### config.mk
export PLATFORM = sky130hd
export DESIGN_NAME = nvr_ram
export DESIGN_NICKNAME = d
export VERILOG_FILES = /design/src/hw/rtl/nvr_pkg.sv /design/src/hw/rtl/nvr_ram.sv
export SDC_FILE = /design/constraint.sdc
export NUM_CORES = 1
export LEC_CHECK = 0
export ABC_AREA = 1
export BUFFER_PORTS_ARGS = -buffer_cell sky130_fd_sc_hd__buf_2
export CAP_MARGIN = 0
export CORE_MARGIN = 2
export CORE_UTILIZATION = 45
export DETAILED_ROUTE_END_ITERATION = 10
export HOLD_SLACK_MARGIN = 0.03
export PLACE_DENSITY_LB_ADDON = 0.2
export SETUP_SLACK_MARGIN = 0.4
export SLEW_MARGIN = 10
export SYNTH_ARGS = -nofsm -noshare
export SYNTH_HDL_FRONTEND = slang
export SYNTH_SLANG_ARGS = --single-unit
### constraint.sdc
create_clock -name clk -period 1.5 [get_ports clk]
set_input_delay 0.15 -clock clk [delete_from_list [all_inputs] [get_ports clk]]
set_output_delay 0.15 -clock clk [all_outputs]
set_load 0.03 [all_outputs]
### src/hw/rtl/nvr_pkg.sv
`timescale 1ns / 1ps
`default_nettype none
package nvr_pkg;

  // default sizes
  localparam int ENTRIES_DEF    = 16;
  localparam int DIM_DEF        = 16;
  localparam int VALUE_BITS_DEF = 16;

  // fixed field widths
  localparam int CMD_W      = 2;
  localparam int FIELD_W    = 4;
  localparam int CFG_IDX_W  = 2;
  localparam int CFG_DATA_W = 5;

  // command codes
  localparam logic [CMD_W-1:0] CMD_KEY     = 2'd0;
  localparam logic [CMD_W-1:0] CMD_PAYLOAD = 2'd1;
  localparam logic [CMD_W-1:0] CMD_QUERY   = 2'd2;

  // register indexes
  localparam logic [CFG_IDX_W-1:0] REG_PAIRS = 2'd0;
  localparam logic [CFG_IDX_W-1:0] REG_DIMS  = 2'd1;

  localparam logic [CFG_DATA_W-1:0] CFG_RESET = 5'd16;

  // control tag that travels with each element through the distance pipe
  typedef struct packed {
    logic valid;
    logic first_d;   // first element of an entry
    logic last_d;    // last element of an entry
    logic last_e;    // last entry of the search
  } nvr_tag_t;

  // index width for n locations, at least one bit
  function automatic int idx_w(input int n);
    return (n > 1) ? $clog2(n) : 1;
  endfunction

endpackage
`default_nettype wire

### src/hw/rtl/nvr_ram.sv
`timescale 1ns / 1ps
`default_nettype none
module nvr_ram import nvr_pkg::*; #(
  parameter int WIDTH = VALUE_BITS_DEF,
  parameter int DEPTH = DIM_DEF
) (
  input  wire logic                    clk,
  input  wire logic                    we,
  input  wire logic [idx_w(DEPTH)-1:0] waddr,
  input  wire logic [WIDTH-1:0]        wdata,
  input  wire logic                    re,
  input  wire logic [idx_w(DEPTH)-1:0] raddr,
  output      logic [WIDTH-1:0]        rdata
);
  logic [WIDTH-1:0] mem [DEPTH];

  // one write port, one registered read port
  always_ff @(posedge clk) begin
    if (we) begin
      mem[waddr] <= wdata;
    end
    if (re) begin
      rdata <= mem[raddr];
    end
  end
endmodule
`default_nettype wire

==> flow_metrics.tcl <==
set metrics [dict create \
    status "complete, no violations" \
    cts_htree_levels 1 \
    synth_cell_types 12 \
    place.gp.congestion 0.793 \
    postCtsSetupRepairBufs 0 \
    layout_common_cells "nand2_1 (339), edfxtp_1 (272), inv_1 (196)" \
    fin_hold_ws_ps 168 \
    worstPathCellList "buf_6" \
    grt_pass1_wl_um 43000 \
    p_int_w 0.0130 \
    cellLeakagePower_nw 5.86 \
    comb_power_share_pct 7.5 \
    clockBufferDepth 3 \
    clkTransAtPathRegs_ps 70 \
    insertion_delay_ps 540 \
    min_path_type "input pin to flip-flop" \
    first_global_vias 7445 \
    num_rows 58 \
    viasPerCell 5.04 \
    finalSetupViolCount 0 \
    ys_ff_latch 272 \
    grt_antenna_before_repair 1 \
    powerDensity_nw_per_um2 1200 \
    coreArea_sq_um 25200 \
    p_seq_share_pct 51.8 \
    grt_max_degree 48 \
    sw_frac_of_total_pct 22.1 \
    cts_root_buf "clkbuf_16" \
    slew_viol_final 0 \
    post-route-min-period_ps 1360 \
    timing.fmax_mhz 736 \
    final_hold_viol_count 0 \
    clock_skew_ps 14.0 \
    cp.required_ps 1350 \
    final.setup.tns_ps 0 \
    area.growth.synth_to_final_pct 20.3 \
    synth_area_sq_um 11500 \
    dp_hpwl_um 15800 \
    criticalPathCategory "flip-flop to primary output" \
    finalPower_w 0.0166 \
    start_util_pct 45.8 \
    timing.slew.headroom_pct 59.3 \
    die_h_um 164 \
    ioPinCount 43 \
    wl_um 28000 \
    die_area_sq_um 26900 \
    yosysSeqAreaShare_pct 70.8 \
    worstSetupStartpointType "flip-flop" \
    timing.rr.start "mem[14][6]$_DFFE_PP_" \
    final_common_cell "nand2_1" \
    crit_start "rdata[6]$_DFFE_PP_" \
    crit_buf_inv 1 \
    final_antenna_net_count 0 \
    syn-instance-count 1074 \
    cts_tree "yes" \
    grt_setup_unrepaired "true" \
    slowest_delay_ps 490 \
    hp-start "re" \
    drive_gt1_share_pct 15.3 \
    max_cap_violations 0 \
    worst_slew_pin_slew_ps 610 \
    crit_family "flip-flops" \
    dr_total_vias 7586 \
    portBuffers 42 \
    grt_use_total_pct 21.4 \
    grt.overflow.total 0 \
    p_sw_w 0.00367 \
    syn-num-nets 1101 \
    syn_avg_cell_area_sq_um 10.7 \
    final_nets 1182 \
    pwr-share-clk_pct 40.6 \
    hold_depth 1 \
    cts_buffers 27 \
    dr.pass1.iters 5 \
    end_kind "primary output" \
    yosys_warnings 0 \
    cts_sinks 272 \
    reg2reg_depth 6 \
    drc 0 \
    final_core_util_pct 55.1 \
    path_max_fanout 1 \
    crit_arrival_ps 1210 \
    dr.first_iter.drc_count 604 \
    ir_drop_mv 0.732 \
    dieWidth_um 164 \
    cp.depth 1 \
    final.period_utilization_pct 90.6 \
    wl_per_cell_um 18.6 \
    critPathSlowestCell "edfxtp_1" \
]
## repair_timing
item | in CTS | in global routing
pin swaps | 0 | 34
resized for setup | 32 | 35
setup endpoints to repair | 16 | 32
cloned | 0 | 0
hold endpoints to repair | 256 | 0
hold buffers | 16 | 0
## state kept, by name, summed over array words and instances (netlist names)
signal	cells
mem	256
rdata	16
## synthesized netlist by cell type, drive strengths merged
cell type | count | area (sq um)
nand2 | 341 | 1280
nand3 | 193 | 966
nor2 | 17 | 63.8
clkbuf | 10 | 37.5
inv | 198 | 743
edfxtp | 272 | 8170
buf | 41 | 268
nand3b | 2 | 15.0
## power by group through the flow
| stage | clock network, W | logic, W | registers (W) |
|---|---|---|---|
| final | 0.00676 | 0.00125 | 0.00862 |
| after global routing | 0.00715 | 0.00137 | 0.00863 |
| after CTS | 0.00688 | 0.00122 | 0.00862 |
| after detailed placement | 0 | 0.00114 | 0.00877 |
| after global placement | 0 | 0.00113 | 0.00877 |
| after floorplan | 0 | 0.000593 | 0.00883 |
## routing by layer
| metal | global-route usage, % | vias to the layer above | part of all wire (%) | wire (um) |
|---|---|---|---|---|
| li1 | - | 3645 | - | - |
| met1 | 28.8 | 3669 | 43 | 12000 |
| met2 | 36.8 | 224 | 49 | 13800 |
| met3 | 2.80 | 48 | 5.6 | 1570 |
| met4 | 6.02 | 0 | 2.5 | 705 |
| met5 | 0 | - | 0 | 0 |
## through the flow
| stage | setup WS (ps) | area, sq um | cells |
|---|---|---|---|
| final | 141 | 13900 | 1505 |
| after CTS | 139 | 13700 | 1504 |
| after detailed placement | 117 | 12600 | 1440 |
| after floorplan | 244 | 11600 | 1074 |
| after global placement | 114 | 12600 | 1440 |
| after global routing | 144 | 13900 | 1504 |
## cells by family (layout without fill, tap and decap cells)
group,after synthesis,after routing,synth area share [%]
and+or+nand+nor,553,553,20.1
other,0,1,0
buffers and inverters,249,349,9.09
DFF,272,272,70.8
## final timing paths
path                                            to  slack, ps
worst max-delay path                      rdata[6]        140
worst min-delay path            rdata[7]$_DFFE_PP_        170
worst max register to register  rdata[6]$_DFFE_PP_        430
worst min register to register  rdata[3]$_DFFE_PP_        740
## layout make-up
type	instances	area [sq um]
Clock inverter	18	194
Clock buffer	30	687
Timing Repair Buffer	103	1090
Tap cell	330	413
Antenna cell	1	2.50
Fill cell	2097	11300
Sequential cell	272	8170
Inverter	198	744
Multi-Input combinational cell	553	2580
Note: power is estimated with default switching activity, not from simulation.
