**config.mk**
```make
export PLATFORM = sky130hd
export DESIGN_NAME = nvr_dist_unit
export DESIGN_NICKNAME = d
export VERILOG_FILES = /design/src/hw/rtl/nvr_pkg.sv /design/src/hw/rtl/nvr_dist_unit.sv
export SDC_FILE = /design/constraint.sdc
export NUM_CORES = 1
export LEC_CHECK = 0
export ABC_AREA = 1
export BUFFER_PORTS_ARGS = -buffer_cell sky130_fd_sc_hd__buf_4
export CAP_MARGIN = 20
export CORE_MARGIN = 2
export CORE_UTILIZATION = 35
export CTS_BUF_LIST = sky130_fd_sc_hd__clkbuf_16
export DETAILED_ROUTE_END_ITERATION = 16
export GPL_ROUTABILITY_DRIVEN = 1
export GPL_TIMING_DRIVEN = 0
export HOLD_SLACK_MARGIN = 0.05
export SETUP_SLACK_MARGIN = 0.5
export SKIP_LAST_GASP = 1
export SLEW_MARGIN = 10
export SYNTH_ARGS = -nofsm -noshare
export SYNTH_HDL_FRONTEND = slang
export SYNTH_SLANG_ARGS = --single-unit
```
**constraint.sdc**
```tcl
create_clock -name clk -period 5.9 [get_ports clk]
set_clock_uncertainty 0.05 [all_clocks]
set_input_delay 0.59 -clock clk [delete_from_list [all_inputs] [get_ports clk]]
set_output_delay 0.59 -clock clk [all_outputs]
set_load 0.005 [all_outputs]
```
**src/hw/rtl/nvr_pkg.sv**
```systemverilog
`timescale 1ns / 1ps
`default_nettype none
package nvr_pkg;

  // default sizes
  localparam int ENTRIES_DEF    = 16;
  localparam int DIM_DEF        = 16;
  localparam int VALUE_BITS_DEF = 16;

  // fixed field widths
  localparam int CMD_W      = 2;
  localparam int FIELD_W    = 4;
  localparam int CFG_IDX_W  = 2;
  localparam int CFG_DATA_W = 5;

  // command codes
  localparam logic [CMD_W-1:0] CMD_KEY     = 2'd0;
  localparam logic [CMD_W-1:0] CMD_PAYLOAD = 2'd1;
  localparam logic [CMD_W-1:0] CMD_QUERY   = 2'd2;

  // register indexes
  localparam logic [CFG_IDX_W-1:0] REG_PAIRS = 2'd0;
  localparam logic [CFG_IDX_W-1:0] REG_DIMS  = 2'd1;

  localparam logic [CFG_DATA_W-1:0] CFG_RESET = 5'd16;

  // control tag that travels with each element through the distance pipe
  typedef struct packed {
    logic valid;
    logic first_d;   // first element of an entry
    logic last_d;    // last element of an entry
    logic last_e;    // last entry of the search
  } nvr_tag_t;

  // index width for n locations, at least one bit
  function automatic int idx_w(input int n);
    return (n > 1) ? $clog2(n) : 1;
  endfunction

endpackage
`default_nettype wire

```
**src/hw/rtl/nvr_dist_unit.sv**
```systemverilog
`timescale 1ns / 1ps
`default_nettype none
module nvr_dist_unit import nvr_pkg::*; #(
  parameter int DIM        = DIM_DEF,
  parameter int VALUE_BITS = VALUE_BITS_DEF
) (
  input  wire logic                           clk,
  input  wire logic                           rst_n,
  input  wire nvr_tag_t                       tag_i,
  input  wire logic signed [VALUE_BITS-1:0]   key_i,
  input  wire logic signed [VALUE_BITS-1:0]   query_i,
  output      nvr_tag_t                       tag_o,
  output      logic [2*(VALUE_BITS+1)+idx_w(DIM)-1:0] sum_o
);
  localparam int DIFF_W = VALUE_BITS + 1;
  localparam int SQ_W   = 2 * DIFF_W;
  localparam int ACC_W  = SQ_W + idx_w(DIM);

  nvr_tag_t                 tag_d_r, tag_s_r, tag_a_r;
  logic signed [DIFF_W-1:0] diff_r, diff_nxt;
  logic [SQ_W-1:0]          sq_r, sq_nxt;
  logic [ACC_W-1:0]         acc_r, acc_nxt;

  // subtract, square, accumulate
  assign diff_nxt = $signed({key_i[VALUE_BITS-1], key_i})
                  - $signed({query_i[VALUE_BITS-1], query_i});
  assign sq_nxt   = SQ_W'(diff_r * diff_r);
  assign acc_nxt  = tag_s_r.first_d ? ACC_W'(sq_r) : acc_r + ACC_W'(sq_r);

  // tag pipeline
  always_ff @(posedge clk) begin
    if (!rst_n) begin
      tag_d_r <= '0;
      tag_s_r <= '0;
      tag_a_r <= '0;
    end else begin
      tag_d_r <= tag_i;
      tag_s_r <= tag_d_r;
      tag_a_r <= tag_s_r;
    end
  end

  // datapath registers
  always_ff @(posedge clk) begin
    if (tag_i.valid) begin
      diff_r <= diff_nxt;
    end
    if (tag_d_r.valid) begin
      sq_r <= sq_nxt;
    end
    if (tag_s_r.valid) begin
      acc_r <= acc_nxt;
    end
  end

  assign tag_o = tag_a_r;
  assign sum_o = acc_r;
endmodule
`default_nettype wire

```
==> metrics.txt <==
# TYPE chip_impl_metric gauge
chip_impl_metric{name="post_synth_inst_count",unit=""} 2235
chip_impl_metric{name="grt_start_max_net_pins",unit=""} 35
chip_impl_info{name="hp-class",value="primary input to flop"} 1
chip_impl_info{name="crit_path_start_kind",value="flop"} 1
chip_impl_metric{name="drt_iter0_markers",unit=""} 869
chip_impl_metric{name="antenna-diode-count",unit=""} 0
chip_impl_metric{name="drc",unit=""} 0
chip_impl_metric{name="area_delta_synth_final",unit="%"} 25.5
chip_impl_metric{name="hold_violations",unit=""} 0
chip_impl_metric{name="area_of_the_core_region",unit="sq um"} 49900
chip_impl_metric{name="yosys.area.top_type_share",unit="%"} 30.3
chip_impl_metric{name="htree_num_levels",unit=""} 3
chip_impl_metric{name="crit_path_max_fanout",unit=""} 5
chip_impl_metric{name="fp.dieArea",unit="sq um"} 52000
chip_impl_metric{name="netlist_cell_types",unit=""} 45
chip_impl_metric{name="synth-warning-count",unit=""} 0
chip_impl_metric{name="global_route.overflow_total",unit=""} 0
chip_impl_metric{name="min_path_cells",unit=""} 3
chip_impl_metric{name="final-setup-viol-count",unit=""} 0
chip_impl_metric{name="tightestPinTransition",unit="ps"} 771
chip_impl_info{name="synth_most_common_cell",value="inv_1"} 1
chip_impl_metric{name="vias",unit=""} 14700
chip_impl_metric{name="wl",unit="mm"} 49.6
chip_impl_metric{name="cts_buffer_depth",unit=""} 2
chip_impl_metric{name="chipWidth",unit="um"} 228
chip_impl_info{name="clockRootBuffer",value="clkbuf_16"} 1
chip_impl_metric{name="finalNetCount",unit=""} 2902
chip_impl_info{name="critical_path_class",value="flop to flop"} 1
chip_impl_metric{name="max_freq",unit="MHz"} 175
chip_impl_metric{name="cap_violations",unit=""} 0
chip_impl_metric{name="io_buf_count",unit=""} 79
chip_impl_metric{name="crit_arrival",unit="ps"} 5800
chip_impl_info{name="r2r-start",value="diff_r[2]"} 1
chip_impl_info{name="top_area_cells_in_the_synthesized_netlist",value="fa_1 (30%), edfxtp_1 (15%), inv_1 (13%)"} 1
chip_impl_metric{name="initial_utilization",unit="%"} 35.2
chip_impl_metric{name="mappedNetlistArea",unit="sq um"} 17600
chip_impl_info{name="timing.critical_path.slowest_stage_cell",value="fa_2"} 1
chip_impl_info{name="postSynth.topFlopCell",value="edfxtp_1"} 1
chip_impl_metric{name="final_antenna_net_count",unit=""} 0
chip_impl_metric{name="timing_max_transition_violations_final",unit=""} 0
chip_impl_info{name="synth_top_cells_by_count",value="inv_1 (585), nand2_1 (579), fa_1 (266)"} 1
chip_impl_metric{name="synth.yosys.seq_area_share",unit="%"} 16.4
chip_impl_metric{name="groute.usage.overall",unit="%"} 19.3
chip_impl_info{name="hold_start",value="tag_i[2]"} 1
chip_impl_info{name="critical_path.cell_chain",value="clkbuf_8 -> clkbuf_16 -> nand2_2 -> inv_2 -> fa_2 -> buf_4 -> buf_6 -> fa_2 -> fa_2 -> fa_2 -> fa_1 -> inv_1 -> fa_1 -> inv_1 -> ha_4 -> nand2_4 -> nor2_4 -> inv_4 -> nor3_4 -> nand4_1 -> nand4_1 -> nand2_2"} 1
chip_impl_info{name="tritoncts",value="yes"} 1
chip_impl_info{name="synth_top_cell_by_area",value="fa_1"} 1
chip_impl_metric{name="count_of_flip_flops_with_a_built_in_enable_after_synthesis",unit=""} 88
chip_impl_metric{name="first_pass_grt_wire_length",unit="mm"} 79.9
chip_impl_metric{name="cts_inserted_buffers",unit=""} 9
chip_impl_info{name="crit_path_end_kind",value="flop"} 1
chip_impl_metric{name="critical_path_buf_inv_count",unit=""} 8
chip_impl_metric{name="gpl.final_weighted_congestion",unit=""} 0.955
chip_impl_metric{name="min_period",unit="ps"} 5710
chip_impl_metric{name="floorplan.die.height",unit="um"} 228
chip_impl_metric{name="drt-wirelength-per-cell",unit="um"} 15.8
chip_impl_metric{name="placement.cell_area",unit="sq um"} 19200
chip_impl_metric{name="slowest_delay",unit="ps"} 620
chip_impl_metric{name="grt_pass1_vias",unit=""} 15700
chip_impl_info{name="rsz0062_at_grt",value="true"} 1
chip_impl_metric{name="dpl.hpwl",unit="mm"} 40.7
chip_impl_metric{name="num_io_pins",unit=""} 80
chip_impl_metric{name="cts_num_sinks",unit=""} 100
chip_impl_info{name="critPathTopFamily",value="adder cells"} 1
chip_impl_info{name="timing.rr.end",value="sq_r[26]"} 1
chip_impl_metric{name="clock_latency_of_the_later_clocked_register_in_the_worst_skew_pair",unit="ps"} 390
chip_impl_metric{name="reg2reg_depth",unit=""} 22
chip_impl_metric{name="antenna_found_initial",unit=""} 0
chip_impl_metric{name="clkSlewWorstSetupHoldPaths",unit="ps"} 80
chip_impl_metric{name="asyncSetResetFlopFracSynth",unit="%"} 0
chip_impl_metric{name="period_share",unit="%"} 96.8
chip_impl_metric{name="drive_gt1_share",unit="%"} 22.6
chip_impl_metric{name="synth.ff_latch_count",unit=""} 100
chip_impl_metric{name="r2r_slack",unit="ps"} 190
chip_impl_metric{name="worst-endpoint-required",unit="ps"} 5990
chip_impl_metric{name="detailedRoute.firstPassIterationCount",unit=""} 6
chip_impl_info{name="outcome",value="finished clean"} 1
chip_impl_metric{name="slew_margin_rel",unit="%"} 48.6
chip_impl_info{name="cpMostUsedCell",value="fa_2"} 1
chip_impl_metric{name="mappedNetlistNets",unit=""} 2684
chip_impl_metric{name="avgSynthCellArea",unit="sq um"} 7.86
chip_impl_metric{name="row_count",unit=""} 82
chip_impl_metric{name="final_cell_area",unit="sq um"} 22000
chip_impl_metric{name="viasPerCell",unit=""} 4.71
chip_impl_info{name="hold_end",value="tag_d_r[2]"} 1
==> worst max-delay path by stage <==
stage,startpoint,end,depth (start not counted)
floorplan,diff_r[4],sq_r[33],20
global placement,diff_r[0],sq_r[23],20
detailed placement,diff_r[0],sq_r[23],20
CTS,diff_r[16],sq_r[33],21
global route,diff_r[16],sq_r[33],21
finish,diff_r[2],sq_r[26],22
==> flip-flops by register name, indices dropped and copies added, names as in the netlist <==
signal and flops:
diff_r 17, tag_s_r 4, tag_o 4, tag_d_r 4
sum_o 38, sq_r 33
==> what timing repair did <==
action | CTS | global route
resized for setup | 276 | 138
hold buffers | 0 | 0
setup buffers | 87 | 40
endpoints found under the hold margin | 0 | 0
endpoints found under the setup margin | 24 | 22
pin swaps | 90 | 107
==> cell families (layout without fill, tap and decap cells) <==
logic type / count (synthesis) / after routing / synth area share (%)
DFF: 100 / 100 / 16.4
AOI/OAI and AO/OA: 176 / 176 / 5.88
buffers and inverters: 633 / 856 / 13.6
xor gates and xnor gates: 68 / 68 / 3.39
and+or+nand+nor: 847 / 847 / 20.1
adders and majority gates: 411 / 411 / 40.6
==> final cells by class <==
| cell class | instances | area, sq um |
|---|---|---|
| fill | 4887 | 27800 |
| multi-input combinational | 1502 | 13500 |
| sequential | 100 | 2890 |
| inverter | 589 | 2220 |
| timing repair buffer | 207 | 1680 |
| tap | 672 | 841 |
| buffer | 44 | 622 |
| clock buffer | 9 | 225 |
| clock inverter | 7 | 78.8 |
==> metal layers <==
metal | share of wire (%) | GRT usage [%]
met3 | 4.7 | 2.78
met5 | 0 | 0
met4 | 3.7 | 6.76
met1 | 42 | 23.9
met2 | 49 | 34.4
==> placed cells by master (no fill, tap or decap), drive strengths merged <==
cell type | synthesis | routed
a21boi | 4 | 4
nand3 | 76 | 76
and3 | 4 | 4
and2 | 1 | 1
clkinv | 1 | 4
clkbuf | 37 | 38
ha | 145 | 145
o221ai | 1 | 1
o22ai | 1 | 1
nand3b | 13 | 13
nor4 | 1 | 1
buf | 7 | 222
a21oi | 88 | 88
nand4 | 16 | 16
o31ai | 1 | 1
or2 | 12 | 12
fa | 266 | 266
a21o | 8 | 8
dfxtp | 12 | 12
o211ai | 2 | 2
nand2 | 591 | 591
nor2 | 119 | 119
a31o | 2 | 2
edfxtp | 88 | 88
xnor2 | 24 | 24
xor2 | 44 | 44
o21bai | 18 | 18
nor3 | 14 | 14
a31oi | 2 | 2
inv | 588 | 592
o21ai | 47 | 47
o21a | 2 | 2
==> worst register-to-register path: cells and delay by family, from the launching register on <==
kind / cells / cell delay, ps
flip-flops: 1 / 420
buffers and inverters: 8 / 800
AND/OR/NAND/NOR: 7 / 870
adder cells (fa/ha/maj): 7 / 3360
==> metrics by stage <==
step | setup TNS [ps] | worst slack (ps) | util (%) | instances | hold slack [ps]
final | 0 | 187 | 44.2 | 3130 | 337
after global routing | 0 | 64.4 | 44.2 | 3130 | 324
after CTS | 0 | 256 | 42.7 | 3090 | 312
after detailed placement | -9170 | -781 | 38.5 | 2987 | 351
after global placement | -8080 | -662 | 38.4 | 2986 | 346
after floorplan | 0 | 494 | - | 2235 | 340
Power is left out: the tool's default activity adds up to more than one toggle a clock period on the data nets, which glitch-free logic cannot reach.
